===== src/design/sphere_phong_pixel_shader_assert.svh =====
// Assertion macros for the sphere shader
`ifndef SPHERE_PHONG_PIXEL_SHADER_ASSERT_SVH
`define SPHERE_PHONG_PIXEL_SHADER_ASSERT_SVH
`ifndef SYNTHESIS
`define SPS_ASSERT(label, clk, rst, prop, msg) \
   label: assert property (@(posedge clk) disable iff (rst) prop) else $error(msg);
`define SPS_ASSERT_NR(label, clk, prop, msg) \
   label: assert property (@(posedge clk) prop) else $error(msg);
`else
`define SPS_ASSERT(label, clk, rst, prop, msg)
`define SPS_ASSERT_NR(label, clk, prop, msg)
`endif
`endif


===== src/design/sps_pkg.sv =====
`timescale 1ns / 1ps
// ----------------------------------------------------------------------------
// sps_pkg
// Shared constants and types of the sphere Phong pixel shader.
// ----------------------------------------------------------------------------
package sps_pkg;
   localparam int RADIUS_DEFAULT = 30;
   localparam int ONE_Q14        = 16384;
   localparam int SQRT_STEPS     = 15;   // bit pairs of the 30-bit radicand

   // register indexes
   typedef enum logic [2:0] {
      REG_LIGHT_X  = 3'd0,
      REG_LIGHT_Y  = 3'd1,
      REG_LIGHT_Z  = 3'd2,
      REG_DIFFUSE  = 3'd3,
      REG_LIGHT    = 3'd4,
      REG_AMBIENT  = 3'd5
   } reg_index_type;

   // isqrt state carried down the pipe
   typedef struct packed {
      logic [29:0] rem;
      logic [15:0] root;
   } sqrt_state_type;
endpackage


===== src/design/sps_sqrt_stage.sv =====
`timescale 1ns / 1ps
// ----------------------------------------------------------------------------
// sps_sqrt_stage
// One result bit of a restoring integer square root (combinational).
// ----------------------------------------------------------------------------
module sps_sqrt_stage #(
   parameter int STEP = 0
) (
   input  sps_pkg::sqrt_state_type state_i,
   input  logic [29:0]             rad_i,
   output sps_pkg::sqrt_state_type state_o
);
   localparam int SH = 28 - 2 * STEP;
   logic [31:0] trial;
   logic [31:0] part;

   // bring down next two radicand bits and try root*4+1
   always_comb begin
      part  = {state_i.rem, rad_i[SH +: 2]};
      trial = {14'd0, state_i.root, 2'b01};
      if (part >= trial) begin
         state_o.rem  = 30'(part - trial);
         state_o.root = {state_i.root[14:0], 1'b1};
      end else begin
         state_o.rem  = part[29:0];
         state_o.root = {state_i.root[14:0], 1'b0};
      end
   end
endmodule


===== config.mk =====
export PLATFORM = sky130hd
export DESIGN_NAME = sps_sqrt_stage
export DESIGN_NICKNAME = d
export VERILOG_FILES = /design/src/design/sphere_phong_pixel_shader_assert.svh /design/src/design/sps_pkg.sv /design/src/design/sps_sqrt_stage.sv
export SDC_FILE = /design/constraint.sdc
export NUM_CORES = 1
export LEC_CHECK = 0
export BUFFER_PORTS_ARGS = -buffer_cell sky130_fd_sc_hd__buf_2
export CORE_ASPECT_RATIO = 0.6
export CORE_UTILIZATION = 43
export DETAILED_ROUTE_END_ITERATION = 10
export GPL_TIMING_DRIVEN = 0
export PLACE_DENSITY_LB_ADDON = 0.08
export SYNTH_ARGS = -nofsm -noshare
export SYNTH_HDL_FRONTEND = slang
export SYNTH_SLANG_ARGS = --single-unit
export TNS_END_PERCENT = 30

===== constraint.sdc =====
create_clock -name vclk -period 2.5
set_input_delay 0.25 -clock vclk [all_inputs]
set_output_delay 0.25 -clock vclk [all_outputs]
set_load 0.005 [all_outputs]

==> results.yml <==
status:
  outcome: "finished, violations left"
  failed_checks: "negative setup slack"
timing:
  final_max_slew_viol_count: 0
  maxClockFrequency_mhz: 385
  worst_pin_slew_ns: 0.427
  final-setup-viol-count: 12
  setup_slack_ns: -0.0944
  layout_worst_path_cycle_share: 1.04
  final_hold_viol_count: 0
  grt_setup_unrepaired: "true"
  max_slew_headroom: 0.713
  timing.hold.ws_ns: 0.749
  final_period_minus_worst_setup_slack_ns: 2.59
drt:
  remaining_drc_errors: 0
  postRouteWirelength_um: 5750
  dr_total_vias: 2178
  detail_route.vias_per_cell: 5.43
  routedWlPerCell_um: 14.3
  dr.pass1.iters: 4
  ant_nets: 0
  detailedRoute.firstIterationViolations: 178
critical_path:
  crit_arrival_ns: 2.34
  critical_path.max_fanout: 6
  cp_launch_point: "state_i[36]"
  critical_path_capture_point_type: "output pin"
  critPathRequiredTime_ns: 2.25
  timing.critical_path.from_type: "input port"
  timing.setup.critical_path_class: "input port to output pin"
global_route:
  antenna_violations_before_repair: 0
  gr-total-overflow: 0
  grt_max_degree: 11
  grt_pass1_vias: 1961
  grt_pass1_wl_um: 9030
  groute.usage.overall: 0.284
worst_hold_path:
  hold_path.startpoint: "state_i[0]"
  hold_end: "state_o[1]"
  holdCritPathClass: "input port to output pin"
  min_path_cells: 3
logic_synthesis:
  synth_sequential_area_ratio: 0
  synth_cell_type_count: 45
  synth_simple_gate_area_share: 0.323
  synth.mux.area_fraction: 0.00706
  synth_compound_area_frac: 0.231
  synth-warning-count: 0
  synth_top_family_by_area: "simple AND/OR/NAND/NOR gates"
  fraction_of_synthesized_cell_area_in_xor_and_xnor_cells: 0.148
  avgSynthCellArea_um2: 6.61
  synth_cell_area_mm2: 0.00159
  synth.net_count: 335
  syn-instance-count: 241
  adder_cell_area_share_of_the_yosys_netlist: 0.141
power_and_ir_drop:
  power.share.clock: 0
  pwr-share-seq: 0
  netSwitchingPower_w: 0.000299
  internal_power_w: 0.000327
  power.switching_fraction: 0.478
  static-leakage-power_nw: 1.29
  peakVddDrop_v: 0.000156
  power.combinational.fraction: 1.000
  power.density_cell_area_mw_per_mm2: 223
cells_and_area:
  design.seq.count: 0
  clockBufferCount: 0
  n_antenna_cell: 0
  finish.net_count: 452
  combined_flip_flop_and_latch_cell_area_um2: 0
  area_delta_synth_final_pct: 76.0
  num-fill-cells: 220
  final_layout_size_suffix_gt1_frac: 0.570
  stdcell_area_mm2: 0.00281
place:
  placed_cell_area_mm2: 0.00212
  place.port_buffers: 94
  pre_cts_ws_ns: -0.389
  gp_weighted_congestion: 0.859
  dp_hpwl_um: 3640
floorplan:
  top_level_ports: 122
  horizontal_extent_of_the_die_um: 80.6
  start_util: 0.468
  vertical_extent_of_the_die_um: 49.2
  design.die.area_mm2: 0.00396
  floorplan.core_area_mm2: 0.00340
  placementRows: 16
flow_run:
  timing.max_cap.violations: 0
clocking:
  hold_bufs_at_cts: 0
[critical path: stages]
cell	delay, ns
buf_6	0.09
or3_4	0.37
or2_4	0.29
a211o_1	0.24
a221oi_2	0.22
and3_4	0.29
buf_8	0.14
buf_8	0.12
nor3_2	0.05
xor2_1	0.14
buf_2	0.13
[layout by cell type, fill, tap and decap left out, types with 2 or more instances in the layout]
cell      netlist  final
nand2_2         0      2
o21a_1          3      3
xor2_1         16     16
o21ai_2         0      2
inv_2           1      6
buf_8           0      7
nor2_2          0      4
nor2_1         21     17
nor3_1          6      6
ha_1           18      2
o21ai_1         4      5
xnor2_1        11     11
ha_4            0     15
a21oi_2         0      7
nand4_1         3      3
nand2b_1        4      3
o21ai_0        14      9
o211ai_1        3      3
nand3_1         3      2
a21oi_1        28     21
inv_4           0      4
buf_6           2     10
or3_4           0      2
nor4b_4         0      3
o31ai_1         3      3
inv_1          21     12
or4_1           3      2
nand2_1        25     23
buf_2           2     81
nor4_2          2      3
o21ai_4         0      2
buf_12          0      2
buf_4          15     37
[worst max path at each step]
| stage | to | slack (ns) | cells after the start |
|---|---|---|---|
| CTS | state_o[36] | -0.06 | 11 |
| floorplan | state_o[36] | 0.16 | 11 |
| global placement | state_o[34] | -0.38 | 11 |
| global route | state_o[36] | -0.17 | 11 |
| finish | state_o[36] | -0.09 | 11 |
| detailed placement | state_o[34] | -0.39 | 11 |
[synth_stat cells (3+ instances only)]
library cell | count | area [um2]
xnor2_1 | 11 | 96.3
buf_4 | 15 | 113
nor3_1 | 6 | 30.0
nand2_1 | 25 | 93.8
nand4_1 | 3 | 18.8
nand2b_1 | 4 | 25.0
xor2_1 | 16 | 140
nor4b_2 | 4 | 60.1
a21oi_1 | 28 | 140
nor2_1 | 21 | 78.8
o211ai_1 | 3 | 22.5
o21ai_1 | 4 | 20.0
or4_1 | 3 | 22.5
inv_1 | 21 | 78.8
o21ai_0 | 14 | 70.1
o21a_1 | 3 | 22.5
o31ai_1 | 3 | 22.5
clkbuf_1 | 3 | 11.3
ha_1 | 18 | 225
nand3_1 | 3 | 15.0
[kinds of logic after synthesis]
logic type	count (synthesis)
AND/OR/NAND/NOR	88
AO/OA/AOI/OAI	63
multiplexers	1
buffers and inverters	44
adder cells (fa/ha/maj)	18
XOR/XNOR	27
[per-layer routing]
layer,up-vias,wire [um],GRT usage,share of wire
met1,967,2600,0.411,0.45
met3,12,537,0.0262,0.093
met2,132,2510,0.466,0.44
li1,1067,-,-,-
met5,-,0,0,0
met4,0,102,0.0327,0.018
[through the flow]
| step | TNS (ns) | util | total power (W) | instances |
|---|---|---|---|---|
| floorplan | 0 | - | 0.000279 | 241 |
| global placement | -7.10 | 0.623 | 0.000449 | 380 |
| detailed placement | -7.59 | 0.623 | 0.000452 | 380 |
| CTS | -0.346 | 0.785 | 0.000555 | 398 |
| global route | -2.08 | 0.824 | 0.000682 | 401 |
| finish | -0.334 | 0.824 | 0.000626 | 401 |
[layout make-up]
cell class                      instances  area (um2)  area share
Timing Repair Buffer                  118         772       0.275
Tap cell                               45        56.3      0.0201
Buffer                                 19         169      0.0602
Multi-Input combinational cell        197        1720       0.612
Inverter                               22        92.6      0.0330
[timing repair]
item	4_1_cts	5_1_grt
gates resized for setup	68	41
pin swaps	25	27
cloned	2	0
buffers inserted	19	5
endpoints found under the setup margin	30	29
[power by group through the flow]
stage / combinational (W) / clock [W] / sequential, W
CTS: 0.000555 / 0 / 0
floorplan: 0.000279 / 0 / 0
global placement: 0.000449 / 0 / 0
finish: 0.000626 / 0 / 0
global route: 0.000682 / 0 / 0
detailed placement: 0.000452 / 0 / 0
(Power assumes the default switching activity.)
